`config.mk`:
```
export PLATFORM = sky130hd
export DESIGN_NAME = nds_ctrl
export DESIGN_NICKNAME = d
export VERILOG_FILES = /design/src/rtl/core/nds_pkg.sv /design/src/rtl/core/nds_ctrl.sv
export SDC_FILE = /design/constraint.sdc
export NUM_CORES = 1
export LEC_CHECK = 0
export BUFFER_PORTS_ARGS = -buffer_cell sky130_fd_sc_hd__buf_2
export CORE_AREA = 8 8 63 65
export CTS_CLUSTER_SIZE = 12
export DETAILED_ROUTE_END_ITERATION = 10
export DIE_AREA = 0 0 71 73
export PLACE_DENSITY = 0.75
export SETUP_SLACK_MARGIN = 0.5
export SYNTH_ARGS = -nofsm -noshare
export SYNTH_HDL_FRONTEND = slang
export SYNTH_SLANG_ARGS = --single-unit
```
`constraint.sdc`:
```
create_clock -name clk -period 2.8 [get_ports clk]
set_clock_uncertainty 0.2 [all_clocks]
set_input_delay 0.14 -clock clk [delete_from_list [all_inputs] [get_ports clk]]
set_output_delay 0.14 -clock clk [all_outputs]
set_load 0.01 [all_outputs]
```
`src/rtl/core/nds_pkg.sv`:
```
// Package: widths, opcodes and controller/datapath interface types.
package nds_pkg;

    localparam int MAX_AGENTS = 1024;
    localparam int AW         = (MAX_AGENTS > 1) ? $clog2(MAX_AGENTS) : 1;
    localparam int CW         = $clog2(MAX_AGENTS + 1);
    localparam int PAIR_MAX   = MAX_AGENTS * (MAX_AGENTS - 1) / 2;
    localparam int PW         = $clog2(PAIR_MAX + 1);

    localparam int POS_W      = 16;
    localparam int VEL_W      = 16;
    localparam int MAG_W      = 16;
    localparam int RAD_W      = 17;
    localparam int ROOT_W     = 17;
    localparam int SQ_W       = 2 * ROOT_W;

    localparam int SSUM_W     = MAG_W + CW;
    localparam int SSQ_W      = 2 * MAG_W + CW;
    localparam int DSUM_W     = ROOT_W + PW;
    localparam int DSQ_W      = SQ_W + PW;
    localparam int DIV_W      = (DSQ_W > SSQ_W) ? DSQ_W : SSQ_W;
    localparam int DVS_W      = (PW > CW) ? PW : CW;

    localparam int MEAN_D_W   = 17;
    localparam int MEAN_S_W   = 16;
    localparam int PC_W       = 19;

    localparam int IN_TDATA_W   = 64;
    localparam int OUT_FIELDS_W = 2 * MEAN_D_W + 2 * MEAN_S_W + PC_W;
    localparam int OUT_TDATA_W  = ((OUT_FIELDS_W + 7) / 8) * 8;

    localparam logic [RAD_W-1:0] RADIUS_RESET = RAD_W'(1600);

    typedef enum logic [4:0] {
        OP_NOP,
        OP_LOAD,
        OP_SQX,
        OP_SQY,
        OP_RT_GO,
        OP_ACC,
        OP_ACCSQ,
        OP_WINIT,
        OP_PRD,
        OP_PDIFF,
        OP_PNEXT,
        OP_DIV_SUM,
        OP_MEAN,
        OP_DIV_SQ,
        OP_VPREP,
        OP_VAR,
        OP_RMS,
        OP_EMIT
    } op_t;

    typedef struct packed {
        op_t  op;
        logic sel_dist;
    } cmd_t;

    typedef struct packed {
        logic stored;
        logic last;
        logic cnt_ge2;
        logic has_pairs;
        logic walk_end;
        logic qualify;
        logic sqrt_busy;
        logic div_busy;
        logic out_free;
    } stat_t;

endpackage

```
`src/rtl/core/nds_ctrl.sv`:
```
// Controller: sequences loading, the pair walk and the final statistics.
module nds_ctrl (
    input  logic           clk,
    input  logic           rst_n,
    input  logic           in_tvalid,
    output logic           in_tready,
    output nds_pkg::cmd_t  cmd,
    input  nds_pkg::stat_t stat
);
    import nds_pkg::*;

    typedef enum logic [21:0] {
        S_IDLE   = 22'h000001,
        S_LOADED = 22'h000002,
        S_SQX    = 22'h000004,
        S_SQY    = 22'h000008,
        S_PCHK   = 22'h000010,
        S_RT     = 22'h000020,
        S_RTW    = 22'h000040,
        S_ACC    = 22'h000080,
        S_ACCSQ  = 22'h000100,
        S_WINIT  = 22'h000200,
        S_PRD    = 22'h000400,
        S_PDIFF  = 22'h000800,
        S_PNEXT  = 22'h001000,
        S_DIV1   = 22'h002000,
        S_DIV1W  = 22'h004000,
        S_MEAN   = 22'h008000,
        S_DIV2   = 22'h010000,
        S_DIV2W  = 22'h020000,
        S_VPREP  = 22'h040000,
        S_VAR    = 22'h080000,
        S_RMS    = 22'h100000,
        S_FINAL  = 22'h200000
    } state_t;

    typedef enum logic [1:0] {
        MODE_SPEED,
        MODE_PAIR,
        MODE_STAT
    } mode_t;

    state_t state_reg;
    state_t state_next;
    mode_t  mode_reg;
    mode_t  mode_next;
    logic   sel_reg;
    logic   sel_next;

    always_ff @(posedge clk or negedge rst_n)
    begin
        if (!rst_n)
        begin
            state_reg <= S_IDLE;
            mode_reg  <= MODE_SPEED;
            sel_reg   <= 1'b0;
        end
        else
        begin
            state_reg <= state_next;
            mode_reg  <= mode_next;
            sel_reg   <= sel_next;
        end
    end

    always_comb
    begin
        state_next   = state_reg;
        mode_next    = mode_reg;
        sel_next     = sel_reg;
        cmd.op       = OP_NOP;
        cmd.sel_dist = sel_reg;
        case (state_reg)
            S_IDLE:
            begin
                if (in_tvalid)
                begin
                    cmd.op     = OP_LOAD;
                    state_next = S_LOADED;
                end
            end
            S_LOADED:
            begin
                if (stat.stored)
                begin
                    mode_next  = MODE_SPEED;
                    sel_next   = 1'b0;
                    state_next = S_SQX;
                end
                else if (stat.last)
                begin
                    state_next = S_WINIT;
                end
                else
                begin
                    state_next = S_IDLE;
                end
            end
            S_SQX:
            begin
                cmd.op     = OP_SQX;
                state_next = S_SQY;
            end
            S_SQY:
            begin
                cmd.op     = OP_SQY;
                state_next = (mode_reg == MODE_PAIR) ? S_PCHK : S_RT;
            end
            S_PCHK:
            begin
                state_next = stat.qualify ? S_RT : S_PNEXT;
            end
            S_RT:
            begin
                cmd.op     = OP_RT_GO;
                state_next = S_RTW;
            end
            S_RTW:
            begin
                if (!stat.sqrt_busy)
                begin
                    state_next = (mode_reg == MODE_STAT) ? S_RMS : S_ACC;
                end
            end
            S_ACC:
            begin
                cmd.op     = OP_ACC;
                state_next = S_ACCSQ;
            end
            S_ACCSQ:
            begin
                cmd.op = OP_ACCSQ;
                if (mode_reg == MODE_PAIR)
                begin
                    state_next = S_PNEXT;
                end
                else
                begin
                    state_next = stat.last ? S_WINIT : S_IDLE;
                end
            end
            S_WINIT:
            begin
                cmd.op = OP_WINIT;
                if (stat.cnt_ge2)
                begin
                    mode_next  = MODE_PAIR;
                    sel_next   = 1'b1;
                    state_next = S_PRD;
                end
                else
                begin
                    state_next = S_FINAL;
                end
            end
            S_PRD:
            begin
                cmd.op     = OP_PRD;
                state_next = S_PDIFF;
            end
            S_PDIFF:
            begin
                cmd.op     = OP_PDIFF;
                state_next = S_SQX;
            end
            S_PNEXT:
            begin
                cmd.op = OP_PNEXT;
                if (stat.walk_end)
                begin
                    mode_next  = MODE_STAT;
                    sel_next   = 1'b0;
                    state_next = S_DIV1;
                end
                else
                begin
                    state_next = S_PRD;
                end
            end
            S_DIV1:
            begin
                cmd.op     = OP_DIV_SUM;
                state_next = S_DIV1W;
            end
            S_DIV1W:
            begin
                if (!stat.div_busy)
                begin
                    state_next = S_MEAN;
                end
            end
            S_MEAN:
            begin
                cmd.op     = OP_MEAN;
                state_next = S_DIV2;
            end
            S_DIV2:
            begin
                cmd.op     = OP_DIV_SQ;
                state_next = S_DIV2W;
            end
            S_DIV2W:
            begin
                if (!stat.div_busy)
                begin
                    state_next = S_VPREP;
                end
            end
            S_VPREP:
            begin
                cmd.op     = OP_VPREP;
                state_next = S_VAR;
            end
            S_VAR:
            begin
                cmd.op     = OP_VAR;
                state_next = S_RT;
            end
            S_RMS:
            begin
                cmd.op = OP_RMS;
                if (!sel_reg && stat.has_pairs)
                begin
                    sel_next   = 1'b1;
                    state_next = S_DIV1;
                end
                else
                begin
                    state_next = S_FINAL;
                end
            end
            S_FINAL:
            begin
                if (stat.out_free)
                begin
                    cmd.op     = OP_EMIT;
                    state_next = S_IDLE;
                end
            end
            default:
            begin
                state_next = S_IDLE;
            end
        endcase
    end

    assign in_tready = (state_reg == S_IDLE);

endmodule

```
After elaboration in Yosys (flattened, before gate mapping)
Index checks and enable logic that the tools add are counted.
{"block": "classes", "n_addsub": 0, "n_mul": 0, "div": 0, "magnitude_cmp": 0, "eq_ne": 33, "shifts": 0, "n_mux": 27, "bitwise_logic": 0, "n_reduce_logical": 7}
{"op": "case mux 22 bit (22 select lines)", "n": 1}
{"op": "two-way mux 22 bit", "n": 8}
{"op": "case mux 5 bit (17 select lines)", "n": 1}
{"op": "equality test 22 x 1 -> 1 bit, second input constant", "n": 1}
{"op": "equality test 22 x 10 -> 1 bit, second input constant", "n": 1}
{"op": "equality test 22 x 11 -> 1 bit, second input constant", "n": 1}
{"op": "equality test 22 x 12 -> 1 bit, second input constant", "n": 1}
{"op": "equality test 22 x 13 -> 1 bit, second input constant", "n": 1}
{"op": "equality test 22 x 14 -> 1 bit, second input constant", "n": 1}
{"op": "equality test 22 x 15 -> 1 bit, second input constant", "n": 1}
{"op": "equality test 22 x 16 -> 1 bit, second input constant", "n": 1}
{"op": "equality test 22 x 17 -> 1 bit, second input constant", "n": 1}
{"op": "equality test 22 x 18 -> 1 bit, second input constant", "n": 1}
{"op": "equality test 22 x 19 -> 1 bit, second input constant", "n": 1}
{"op": "equality test 22 x 2 -> 1 bit, second input constant", "n": 1}
{"op": "equality test 22 x 20 -> 1 bit, second input constant", "n": 1}
{"op": "equality test 22 x 21 -> 1 bit, second input constant", "n": 1}
{"op": "equality test 22 bit, second input constant", "n": 1}
{"op": "equality test 22 x 3 -> 1 bit, second input constant", "n": 1}
{"op": "equality test 22 x 4 -> 1 bit, second input constant", "n": 1}
{"op": "equality test 22 x 5 -> 1 bit, second input constant", "n": 1}
{"op": "equality test 22 x 6 -> 1 bit, second input constant", "n": 1}
{"op": "equality test 22 x 7 -> 1 bit, second input constant", "n": 1}
{"op": "equality test 22 x 8 -> 1 bit, second input constant", "n": 1}
{"op": "other kinds (20)", "n": 36}
{"block": "word_totals", "ff_bits": 25, "latch_bits": 0, "ram_bits": 0, "mem_bits_ro": 0, "input_bits": 12, "output_inout_bits": 7, "wordCells": 70, "mem_count": 0}

Logic depth before layout (Yosys ltp)
Gate-level depths: netlist of run 1.
{"block": "depth", "depth_word": 4, "depth_mapped": 8, "mapped_depth_nobuf": 7}

Least setup slack after synthesis of run 1
Ideal clock, no wire load.
{"block": "synth_timing", "kind": "register -> output", "from": "reg state_reg[18]", "to": "out cmd[1] (netlist bit)", "arrival_ns": 2.069, "t_required_ns": 2.460, "setup_slack_ns": 0.391, "stages_incl_launch_ff": 9, "n_path_buf": 1, "cell_sequence": "dfrtp_1 > nor4_4 > nand3_4 > or2_1 > buf_6 > nor3_1 > and2_1 > nor3_1 > nand3_1"}
{"element": "from (decl)", "line": "nds_ctrl.sv:43", "source": "state_t state_reg;"}
{"element": "from (signal assigned)", "line": "nds_ctrl.sv:60", "source": "state_reg <= state_next;"}
{"element": "to (decl)", "line": "nds_ctrl.sv:7", "source": "output nds_pkg::cmd_t cmd,"}

==> results of run 1 <==
[stage by stage]
step | power, uW | utilization
after floorplan | 753 | -
after global placement | 859 | 0.592
after detailed placement | 868 | 0.592
after CTS | 1160 | 0.734
after global routing | 1480 | 0.840
final | 1440 | 0.840
[critical path: stages, from the launching register on]
cell and delay [ns]:
dfrtp_2 0.48, nor4_4 0.40, buf_4 0.22, and3_4 0.22, and2_1 0.19, nand3b_1 0.24, o21ai_1 0.21, nor3_2 0.07
nand3_1 0.09, buf_2 0.14
[cells in the final DEF (no fill, tap or decap), drive strengths merged, types with 2 or more instances in the layout]
cell type / synthesis / layout
nor4: 9 / 9
nand4: 4 / 4
nand3b: 4 / 4
dlygate4sd3: 0 / 10
o21a: 2 / 2
a21o: 2 / 2
o21ai: 5 / 5
o22ai: 2 / 2
nor2: 12 / 12
buf: 2 / 56
nor3: 14 / 14
a21oi: 3 / 3
or4: 3 / 3
nor2b: 2 / 2
nand2: 23 / 23
nand4b: 8 / 8
dfrtp: 24 / 24
nor3b: 5 / 5
or2: 2 / 2
nand2b: 6 / 6
xnor2: 2 / 2
clkbuf: 0 / 4
nor4b: 2 / 2
o211ai: 3 / 3
nand3: 5 / 5
or4b: 3 / 3
and3: 2 / 2
inv: 5 / 5
and2: 3 / 3
[worst max-delay path by stage]
stage	slack (ns)	start	end	cells past startpoint
3_5_place_dp	0.20	state_reg[4]$_DFFE_PN0P_	cmd[1]	8
2_1_floorplan	0.46	state_reg[21]$_DFFE_PN0P_	cmd[1]	8
3_3_place_gp	0.29	state_reg[21]$_DFFE_PN0P_	cmd[1]	8
5_1_grt	-0.24	state_reg[4]$_DFFE_PN0P_	cmd[1]	9
6_report	-0.13	state_reg[4]$_DFFE_PN0P_	cmd[1]	9
4_1_cts	0.07	state_reg[18]$_DFFE_PN0P_	cmd[1]	8
[Yosys cell counts, types with 2 or more instances]
| library cell | instances | area share |
|---|---|---|
| nor2_1 | 12 | 0.028 |
| o22ai_1 | 2 | 0.0077 |
| nand4b_1 | 8 | 0.043 |
| o211ai_1 | 3 | 0.014 |
| nor4_1 | 4 | 0.015 |
| nor3_1 | 14 | 0.043 |
| nand4_1 | 4 | 0.015 |
| o21ai_0 | 5 | 0.015 |
| nor2b_1 | 2 | 0.0077 |
| nand3b_1 | 4 | 0.019 |
| nor4b_1 | 2 | 0.011 |
| a21o_1 | 2 | 0.0092 |
| nand3_1 | 4 | 0.012 |
| nor3b_2 | 2 | 0.015 |
| xnor2_1 | 2 | 0.011 |
| nand2b_1 | 6 | 0.023 |
| inv_1 | 5 | 0.012 |
| o21a_1 | 2 | 0.0092 |
| nand2_1 | 22 | 0.051 |
| nor4_4 | 5 | 0.066 |
| dfrtp_1 | 24 | 0.37 |
| and2_1 | 2 | 0.0077 |
| nor3b_1 | 3 | 0.014 |
| or4b_2 | 2 | 0.012 |
| a21oi_1 | 3 | 0.0092 |
[area by class of cell]
type	instances	area, sq um	area share
clock buffer	4	26.3	0.0106
inverter	5	18.8	0.00756
timing repair buffer	66	509	0.205
tap	33	41.3	0.0166
sequential	25	639	0.258
multi-input combinational	138	1250	0.502
[timing repair]
action,4_1_cts,5_1_grt
pin swaps,19,25
setup endpoints to repair,17,21
hold buffers,10,0
buffers inserted,22,15
gates resized for setup,32,43
endpoints found under the hold margin,39,0
[cells by family after synthesis]
logic type | Yosys count | synth area share
buf+inv | 7 | 0.0231
simple gates | 110 | 0.460
compound gates | 25 | 0.114
flops | 25 | 0.386
xor+xnor | 3 | 0.0162
[layer usage]
layer / share of wire / routed length, microns / vias up / global-route usage
li1: - / - / 788 / -
met1: 0.35 / 2370 / 948 / 0.234
met2: 0.48 / 3300 / 168 / 0.375
met3: 0.11 / 735 / 67 / 0.0385
met4: 0.065 / 443 / 0 / 0.159
met5: 0 / 0 / - / 0
[power by group through the flow]
stage,Sequential [uW],Clock [uW],Combinational [uW]
floorplan,448,0,305
global placement,457,0,402
detailed placement,458,0,409
CTS,442,172,545
global route,450,184,846
finish,447,176,814
==> results.sh, run 1 <==
export IMPL_synth_ff_latch_count=25
export IMPL_hold_class="in -> reg"
export IMPL_clock_path_buffers=2
export IMPL_dp_cell_count=220
export IMPL_min_to="state_reg[13]$_DFFE_PN0P_"
export IMPL_postSynth_topFlopCell="dfrtp_1"
export IMPL_worstPathArrival_ns=2.59
export IMPL_clockPowerShare=0.123
export IMPL_syn_avg_cell_area_sq_um=9.55
export IMPL_h_tree_depth=1
export IMPL_setup_violations_final=1
export IMPL_max_cap_violations=0
export IMPL_failing_checks="negative setup slack"
export IMPL_pwr_share_comb=0.566
export IMPL_swShare=0.418
export IMPL_power_per_cell_area_nw_per_um2=579
export IMPL_synth_cell_area_sq_um=1620
export IMPL_ff2ff_setup_slack_ns=0.09
export IMPL_routed_via_count=1971
export IMPL_pin_count_of_the_biggest_net_entering_global_routing=26
export IMPL_final_net_count=251
export IMPL_cts_reportedPaths_clkPinSlew_ns=0.14
export IMPL_rsz0062_at_grt="yes"
export IMPL_worstHoldStart="stat[5]"
export IMPL_synth_cell_types=51
export IMPL_num_antenna_cells=0
export IMPL_antenna_left=0
export IMPL_max_ffs_per_register=22
export IMPL_slew_violations=0
export IMPL_path_max_fanout=4
export IMPL_synthToLayoutAreaGrowth_pct=52.9
export IMPL_timing_final_crit_share=1.05
export IMPL_run_status="finished, violations left"
export IMPL_hpwlAfterDp_microns=3370
export IMPL_fp_coreArea_sq_um=2950
export IMPL_via_count_of_the_first_global_routing_pass=1845
export IMPL_drt_wirelength_per_cell_microns=25.3
export IMPL_drive_gt1_frac=0.513
export IMPL_p_int_uw=836
export IMPL_global_route_usage_total=0.217
export IMPL_cts_root_buf="clkbuf_4"
export IMPL_inserted_clock_buffers=3
export IMPL_worst_hold_path_num_cells=4
export IMPL_timing_slew_headroom=0.616
export IMPL_grt_first_pass_wirelength_microns=8910
export IMPL_highest_clock_frequency_the_design_can_meet_mhz=341
export IMPL_globalplace_congestion=0.944
export IMPL_critPathRequiredTime_ns=2.46
export IMPL_overflow=0
export IMPL_clk_latency_ns=0.34
export IMPL_tritoncts_clock_tree="yes"
export IMPL_stdcell_area_sq_um=2480
export IMPL_routed_wirelength_microns=6850
export IMPL_clkSinkCount=25
export IMPL_synthesis_yosys_warnings=0
export IMPL_drtIter0Drc=231
export IMPL_place_ws_ns=0.203
export IMPL_setup_worst_path_start_class="flip-flop"
export IMPL_critical_path_reg2reg_startpoint="state_reg[4]$_DFFE_PN0P_"
export IMPL_final_setup_tns_ns=-0.134
export IMPL_async_flop_share=1.00
export IMPL_pwr_share_seq=0.311
export IMPL_power_switching_uw=601
export IMPL_drc=0
export IMPL_ioPinCount=19
export IMPL_layout_filler_cells=136
export IMPL_ys_seq_area_frac=0.386
export IMPL_holdWs_ns=0.0878
export IMPL_num_rows=20
export IMPL_place_port_buffers=18
export IMPL_timing_final_ws_setup_ns=-0.134
export IMPL_power_static_leakage_uw=0.00111
export IMPL_finalHoldViolations=0
export IMPL_placement_cell_area_sq_um=1750
export IMPL_start_util=0.550
export IMPL_timing_reg2reg_worst_path_depth=9
export IMPL_transition_time_at_the_pin_with_the_least_slew_margin_ns=0.577
export IMPL_fin_cells=271
export IMPL_area_of_the_die_sq_um=5180
export IMPL_synthesis_instances=170
export IMPL_die_height_microns=73
export IMPL_number_of_synthesized_flops_with_an_enable_pin=0
export IMPL_synthesis_nets=182
export IMPL_power_ir_vdd_worst_uv=475
export IMPL_fp_dieW_microns=71
export IMPL_dr_pass1_iters=5
export IMPL_grt_antenna_before_repair=0
export IMPL_route_detailed_vias_per_inst=7.27
export IMPL_finalCriticalPeriod_ns=2.93
export IMPL_timing_worst_setup_path_type="reg -> out"
export IMPL_critPathCaptureType="output pin"
export IMPL_crit_reg2reg_capture="state_reg[0]$_DFFE_PN1P_"
Note: power is estimated with default switching activity, not from simulation.
==> inputs of run 2 (changes only) <==
--- a/config.mk
+++ b/config.mk
@@ -5,12 +5,13 @@
 export SDC_FILE = /design/constraint.sdc
 export NUM_CORES = 1
 export LEC_CHECK = 0
+export ABC_AREA = 1
 export BUFFER_PORTS_ARGS = -buffer_cell sky130_fd_sc_hd__buf_2
-export CORE_AREA = 8 8 63 65
+export CORE_AREA = 8 8 65 67
 export CTS_CLUSTER_SIZE = 12
 export DETAILED_ROUTE_END_ITERATION = 10
-export DIE_AREA = 0 0 71 73
-export PLACE_DENSITY = 0.75
+export DIE_AREA = 0 0 73 75
+export PLACE_DENSITY = 0.76
 export SETUP_SLACK_MARGIN = 0.5
 export SYNTH_ARGS = -nofsm -noshare
 export SYNTH_HDL_FRONTEND = slang
==> results.sh, run 2 <==
export IMPL_clk_latency_ns=0.32
export IMPL_pwr_share_comb=0.537
export IMPL_route_detailed_vias_per_inst=5.62
export IMPL_final_net_count=334
export IMPL_slew_violations=0
export IMPL_timing_worst_setup_path_type="reg -> out"
export IMPL_dr_pass1_iters=5
export IMPL_path_max_fanout=9
export IMPL_layout_filler_cells=241
export IMPL_global_route_usage_total=0.203
export IMPL_grt_antenna_before_repair=0
export IMPL_final_setup_tns_ns=0
export IMPL_clkSinkCount=25
export IMPL_drtIter0Drc=189
export IMPL_swShare=0.414
export IMPL_critPathCaptureType="output pin"
export IMPL_grt_first_pass_wirelength_microns=8560
export IMPL_run_status="complete, no violations"
export IMPL_synth_cell_types=33
export IMPL_synthesis_nets=270
export IMPL_power_static_leakage_uw=0.00139
export IMPL_area_of_the_die_sq_um=5480
export IMPL_globalplace_congestion=0.971
export IMPL_ioPinCount=19
export IMPL_fp_dieW_microns=73
export IMPL_number_of_synthesized_flops_with_an_enable_pin=0
export IMPL_worstPathArrival_ns=1.98
export IMPL_synthesis_instances=258
export IMPL_routed_via_count=2064
export IMPL_most_used_cells_in_the_layout_excluding_fill_and_tap_cells="51 x nand2_1, 38 x nor2_1, 33 x inv_1"
export IMPL_p_int_uw=744
export IMPL_async_flop_share=1.00
export IMPL_timing_slew_headroom=0.626
export IMPL_cpLargestDelayFamily="simple AND/OR/NAND/NOR gates"
export IMPL_multiInputGateArea_sq_um=1160
export IMPL_synthesis_yosys_warnings=0
export IMPL_max_ffs_per_register=22
export IMPL_synth_adder_area_share=0
export IMPL_start_util=0.551
export IMPL_timing_final_ws_setup_ns=0.479
export IMPL_critPathRequiredTime_ns=2.46
export IMPL_synth_largest_type_area_fraction=0.338
export IMPL_timing_final_crit_share=0.829
export IMPL_place_ws_ns=0.664
export IMPL_max_stage_delay_ns=0.47
export IMPL_pin_count_of_the_biggest_net_entering_global_routing=26
export IMPL_cp_buffers_inverters=3
export IMPL_num_rows=21
export IMPL_ys_top_cells_by_count="57 x nand2_1, 43 x nor2_1, 35 x inv_1, 29 x nand3_1, 24 x dfrtp_1"
export IMPL_drt_wirelength_per_cell_microns=16.2
export IMPL_setup_violations_final=0
export IMPL_setup_worst_path_start_class="flip-flop"
export IMPL_max_cap_violations=0
export IMPL_synth_top_cells_by_area="dfrtp_1 34%, nand2_1 12%, nor2_1 9.1%, nand3_1 8.2%, inv_1 7.4%"
export IMPL_num_antenna_cells=0
export IMPL_synth_cell_area_sq_um=1780
export IMPL_die_height_microns=75
export IMPL_cells_along_the_critical_path="nor2_4 > nand2_4 > nor2_8 > buf_12 > nand3_2 > inv_1 > nand2_1 > nand4_1 > buf_2"
export IMPL_power_ir_vdd_worst_uv=290
export IMPL_syn_avg_cell_area_sq_um=6.90
export IMPL_synth_simple_gate_area_frac=0.496
export IMPL_ys_seq_area_frac=0.352
export IMPL_synth_top_family_by_area="simple AND/OR/NAND/NOR gates"
export IMPL_netlist_top_cell_by_area="dfrtp_1"
export IMPL_power_switching_uw=526
export IMPL_postSynth_topFlopCell="dfrtp_1"
export IMPL_synth_xor_xnor_area_share=0
export IMPL_power_per_cell_area_nw_per_um2=506
export IMPL_h_tree_depth=1
export IMPL_synth_ff_latch_count=25
export IMPL_cpMaxStageDelayCell="dfrtp_2"
export IMPL_transition_time_at_the_pin_with_the_least_slew_margin_ns=0.561
export IMPL_finalHoldViolations=0
export IMPL_layout_commonest_cell="nand2_1"
export IMPL_rsz0062_at_grt="yes"
export IMPL_synth_mux_area_frac=0
export IMPL_routed_wirelength_microns=5960
export IMPL_cts_reportedPaths_clkPinSlew_ns=0.13
export IMPL_pwr_share_seq=0.333
export IMPL_drive_gt1_frac=0.340
export IMPL_hpwlAfterDp_microns=3600
export IMPL_place_port_buffers=18
export IMPL_synthToLayoutAreaGrowth_pct=41.1
export IMPL_clock_path_buffers=2
export IMPL_via_count_of_the_first_global_routing_pass=1932
export IMPL_cts_root_buf="clkbuf_4"
export IMPL_highest_clock_frequency_the_design_can_meet_mhz=431
export IMPL_fp_coreArea_sq_um=3230
export IMPL_drc=0
export IMPL_overflow=0
export IMPL_area_sequential_sq_um=628
export IMPL_synth_compound_area_frac=0.0464
export IMPL_antenna_left=0
export IMPL_inserted_clock_buffers=3
export IMPL_hold_class="in -> async"
export IMPL_finalCriticalPeriod_ns=2.32
export IMPL_clockPowerShare=0.130
export IMPL_tritoncts_clock_tree="yes"
export IMPL_yosysMostFrequentCell="nand2_1"
## run 2: cell count changes in the layout (fill, tap and decap cells not counted), moves of 6 or more
cell	before	now
nand2_1	16	51
inv_1	5	33
nor2_1	10	38
nand3_1	4	22
nor2_4	0	14
dfrtp_1	14	23
dfrtp_2	10	1
nand3_2	0	8
nand4b_1	8	0
nor4_4	8	0
nand2_4	2	8
nand2b_1	6	0
nand4_1	4	10
## run 2: layout make-up
type	count	share of cell area
Tap cell	46	0.0229
Timing Repair Buffer	62	0.194
Sequential cell	25	0.250
Inverter	39	0.0593
Clock buffer	4	0.0105
Multi-Input combinational cell	191	0.463
## run 2: kinds of logic after synthesis
logic type      count (synthesis)
compound gates                 13
buf+inv                        43
flops                          25
simple gates                  177
## run 2: final timing paths
| kind | start | end | slack [ns] | cells past startpoint |
|---|---|---|---|---|
| max | state_reg[15]$_DFFE_PN0P_ | cmd[1] | 0.48 | 9 |
| min | rst_n | mode_reg[1]$_DFFE_PN0P_ | 0.12 | 2 |
| max reg2reg | state_reg[0]$_DFFE_PN1P_ | state_reg[7]$_DFFE_PN0P_ | 0.55 | 11 |
| min reg2reg | mode_reg[0]$_DFFE_PN0P_ | mode_reg[0]$_DFFE_PN0P_ | 0.29 | 2 |
| max in group asynchronous | rst_n | state_reg[15]$_DFFE_PN0P_ | 1.88 | 2 |
| min in group clk | mode_reg[0]$_DFFE_PN0P_ | mode_reg[0]$_DFFE_PN0P_ | 0.29 | 2 |
## run 2: per-layer routing
metal	vias up	track usage	wire [microns]
met2	134	0.364	2900
met3	38	0.0306	510
met1	944	0.227	2240
met4	0	0.107	306
li1	948	-	-
met5	-	0	0
## run 2: power groups by stage
stage	Combinational, uW	Clock [uW]	Sequential [uW]
6_report	682	165	423
5_1_grt	741	182	427
4_1_cts	546	171	422
3_5_place_dp	416	0	425
3_3_place_gp	413	0	424
2_1_floorplan	332	0	422
## run 2: timing repair
item                                    CTS  global route
pin swaps                                11            16
hold buffers                             13             0
cloned                                    1             0
endpoints found under the setup margin    4             6
hold endpoints to repair                 39             0
gates resized for setup                  12            37
setup buffers                            21            11
## run 2: through the flow
| step | util | std cells | power (uW) | cell area (sq um) | hold WS (ns) |
|---|---|---|---|---|---|
| 2_1_floorplan | - | 258 | 754 | 1780 | -0.356 |
| 3_3_place_gp | 0.583 | 318 | 837 | 1890 | -0.0445 |
| 3_5_place_dp | 0.583 | 318 | 842 | 1890 | -0.0419 |
| 4_1_cts | 0.704 | 357 | 1140 | 2280 | 0.122 |
| 5_1_grt | 0.777 | 367 | 1350 | 2510 | 0.158 |
| 6_report | 0.777 | 367 | 1270 | 2510 | 0.122 |
==> inputs of run 3 (changes only) <==
==> constraint.sdc (replaced) <==
create_clock -name clk -period 2.15 [get_ports clk]
set_clock_uncertainty 0.2 [all_clocks]
set_input_delay 0.1075 -clock clk [delete_from_list [all_inputs] [get_ports clk]]
set_output_delay 0.1075 -clock clk [all_outputs]
set_load 0.01 [all_outputs]
==> results.sh, run 3 (synthesis results as in run 2) <==
export IMPL_run_status="finished, violations left"
export IMPL_failing_checks="negative setup slack"
export IMPL_power_per_cell_area_nw_per_um2=692
export IMPL_globalplace_congestion=0.959
export IMPL_worstPathArrival_ns=2.03
export IMPL_timing_final_ws_setup_ns=-0.189
export IMPL_path_max_fanout=6
export IMPL_start_util=0.551
export IMPL_crit_path_start="state_reg[13]$_DFFE_PN0P_"
export IMPL_synthToLayoutAreaGrowth_pct=48.2
export IMPL_dp_cell_count=323
export IMPL_cpMaxStageDelayCell="dfrtp_1"
export IMPL_layout_commonest_cell="nand2_1"
export IMPL_dr_pass1_iters=5
export IMPL_setup_worst_path_start_class="flip-flop"
export IMPL_drt_wirelength_per_cell_microns=17.7
export IMPL_hpwlAfterDp_microns=3720
export IMPL_crit_reg2reg_capture="state_reg[0]$_DFFE_PN1P_"
export IMPL_hold_class="in -> reg"
export IMPL_finalHoldViolations=0
export IMPL_area_sequential_sq_um=627
export IMPL_grt_first_pass_wirelength_microns=9450
export IMPL_highest_clock_frequency_the_design_can_meet_mhz=427
export IMPL_pin_count_of_the_biggest_net_entering_global_routing=26
export IMPL_die_height_microns=75
export IMPL_layout_filler_cells=204
export IMPL_stdcell_area_sq_um=2640
export IMPL_ff2ff_setup_slack_ns=-0.05
export IMPL_holdWs_ns=0.0743
export IMPL_area_of_the_die_sq_um=5480
export IMPL_ioPinCount=19
export IMPL_routed_wirelength_microns=6690
export IMPL_clkSinkCount=25
export IMPL_grt_antenna_before_repair=0
export IMPL_overflow=0
export IMPL_multiInputGateArea_sq_um=1230
export IMPL_final_net_count=344
export IMPL_max_stage_delay_ns=0.44
export IMPL_fp_dieW_microns=73
export IMPL_timing_slew_headroom=0.610
export IMPL_finalCriticalPeriod_ns=2.34
export IMPL_slew_violations=0
export IMPL_fin_cells=377
export IMPL_placement_cell_area_sq_um=1960
export IMPL_setup_violations_final=7
export IMPL_timing_reg2reg_worst_path_depth=13
export IMPL_h_tree_depth=1
export IMPL_clk_latency_ns=0.33
export IMPL_timing_worst_setup_path_type="reg -> out"
export IMPL_max_ffs_per_register=22
export IMPL_critical_path_most_common_cell="nor2_1"
export IMPL_drc=0
export IMPL_cpLargestDelayFamily="simple AND/OR/NAND/NOR gates"
export IMPL_place_port_buffers=18
export IMPL_cts_reportedPaths_clkPinSlew_ns=0.14
export IMPL_cells_along_the_critical_path="nor2_4 > nand2_4 > nor2_8 > nand2_2 > nor2_1 > nor2_1 > nand4_1 > buf_2"
export IMPL_rsz0062_at_grt="yes"
export IMPL_num_antenna_cells=0
export IMPL_critical_path_reg2reg_startpoint="state_reg[0]$_DFFE_PN1P_"
export IMPL_tritoncts_clock_tree="yes"
export IMPL_via_count_of_the_first_global_routing_pass=2073
export IMPL_path_depth=8
export IMPL_transition_time_at_the_pin_with_the_least_slew_margin_ns=0.584
export IMPL_fp_coreArea_sq_um=3230
export IMPL_routed_via_count=2235
export IMPL_fin_total_pwr_uw=1820
export IMPL_power_static_leakage_uw=0.00143
export IMPL_route_detailed_vias_per_inst=5.93
export IMPL_most_used_cells_in_the_layout_excluding_fill_and_tap_cells="49 x nand2_1, 38 x buf_4, 35 x nor2_1"
export IMPL_critPathRequiredTime_ns=1.84
export IMPL_inserted_clock_buffers=3
export IMPL_antenna_left=0
export IMPL_critPathCaptureType="output pin"
export IMPL_global_route_usage_total=0.221
export IMPL_cts_root_buf="clkbuf_4"
export IMPL_max_cap_violations=0
export IMPL_power_ir_vdd_worst_uv=606
export IMPL_timing_final_crit_share=1.09
export IMPL_num_rows=21
export IMPL_cp_buffers_inverters=1
export IMPL_drive_gt1_frac=0.405
export IMPL_crit_path_end="cmd[1]"
export IMPL_drtIter0Drc=337
export IMPL_clock_path_buffers=2
-- run 3: repair_timing --
item	in CTS	in global routing
buffers inserted	35	4
resized for setup	31	28
gates cloned	1	0
setup endpoints to repair	22	24
pin swaps	16	7
hold endpoints to repair	41	0
hold buffers	10	0
-- run 3: power breakdown --
| group | internal [uW] | switching, uW |
|---|---|---|
| Clock | 72.8 | 151 |
| Sequential | 518 | 36.4 |
| Combinational | 434 | 613 |
-- run 3: worst min-delay path by stage --
| stage | startpoint | end | slack (ns) | cells after the start |
|---|---|---|---|---|
| global route | stat[0] | state_reg[21]$_DFFE_PN0P_ | 0.07 | 5 |
| detailed placement | rst_n | state_reg[16]$_DFFE_PN0P_ | -0.07 | 1 |
| global placement | rst_n | state_reg[17]$_DFFE_PN0P_ | -0.07 | 1 |
| floorplan | rst_n | mode_reg[0]$_DFFE_PN0P_ | -0.39 | 0 |
| finish | stat[0] | state_reg[21]$_DFFE_PN0P_ | 0.07 | 5 |
| CTS | stat[0] | state_reg[21]$_DFFE_PN0P_ | 0.03 | 5 |
-- run 3: metrics by stage --
stage                     worst slack, ns   util  TNS [ns]
after global placement              0.176  0.607         0
after CTS                         -0.0458  0.770   -0.0873
after detailed placement            0.175  0.607         0
after floorplan                     0.450      -         0
final                              -0.189  0.816    -0.705
after global routing               -0.254  0.816     -1.31
-- run 3: area by class of cell --
type	count	share of cell area
Multi-Input combinational cell	191	0.466
Sequential cell	25	0.238
Timing Repair Buffer	72	0.208
Inverter	39	0.0565
Tap cell	46	0.0218
Clock buffer	4	0.00996
-- run 3: worst reg2reg max path, cell delays in order, from the launching register on --
cell and delay, ns:
dfstp_2 0.60, nor2_4 0.07, nand2_4 0.08, nor2_4 0.07, buf_4 0.14, buf_6 0.11
buf_6 0.13, nand3_4 0.11, nand2_1 0.10, nor2_1 0.14, nand2_1 0.08, nor2_1 0.10
nand2_1 0.11, a21oi_2 0.12
-- run 3: per-layer routing --
metal,GRT usage,part of all wire,wire [microns]
met5,0,0,0
met4,0.116,0.070,471
met3,0.0466,0.099,659
met2,0.380,0.46,3060
met1,0.253,0.37,2500
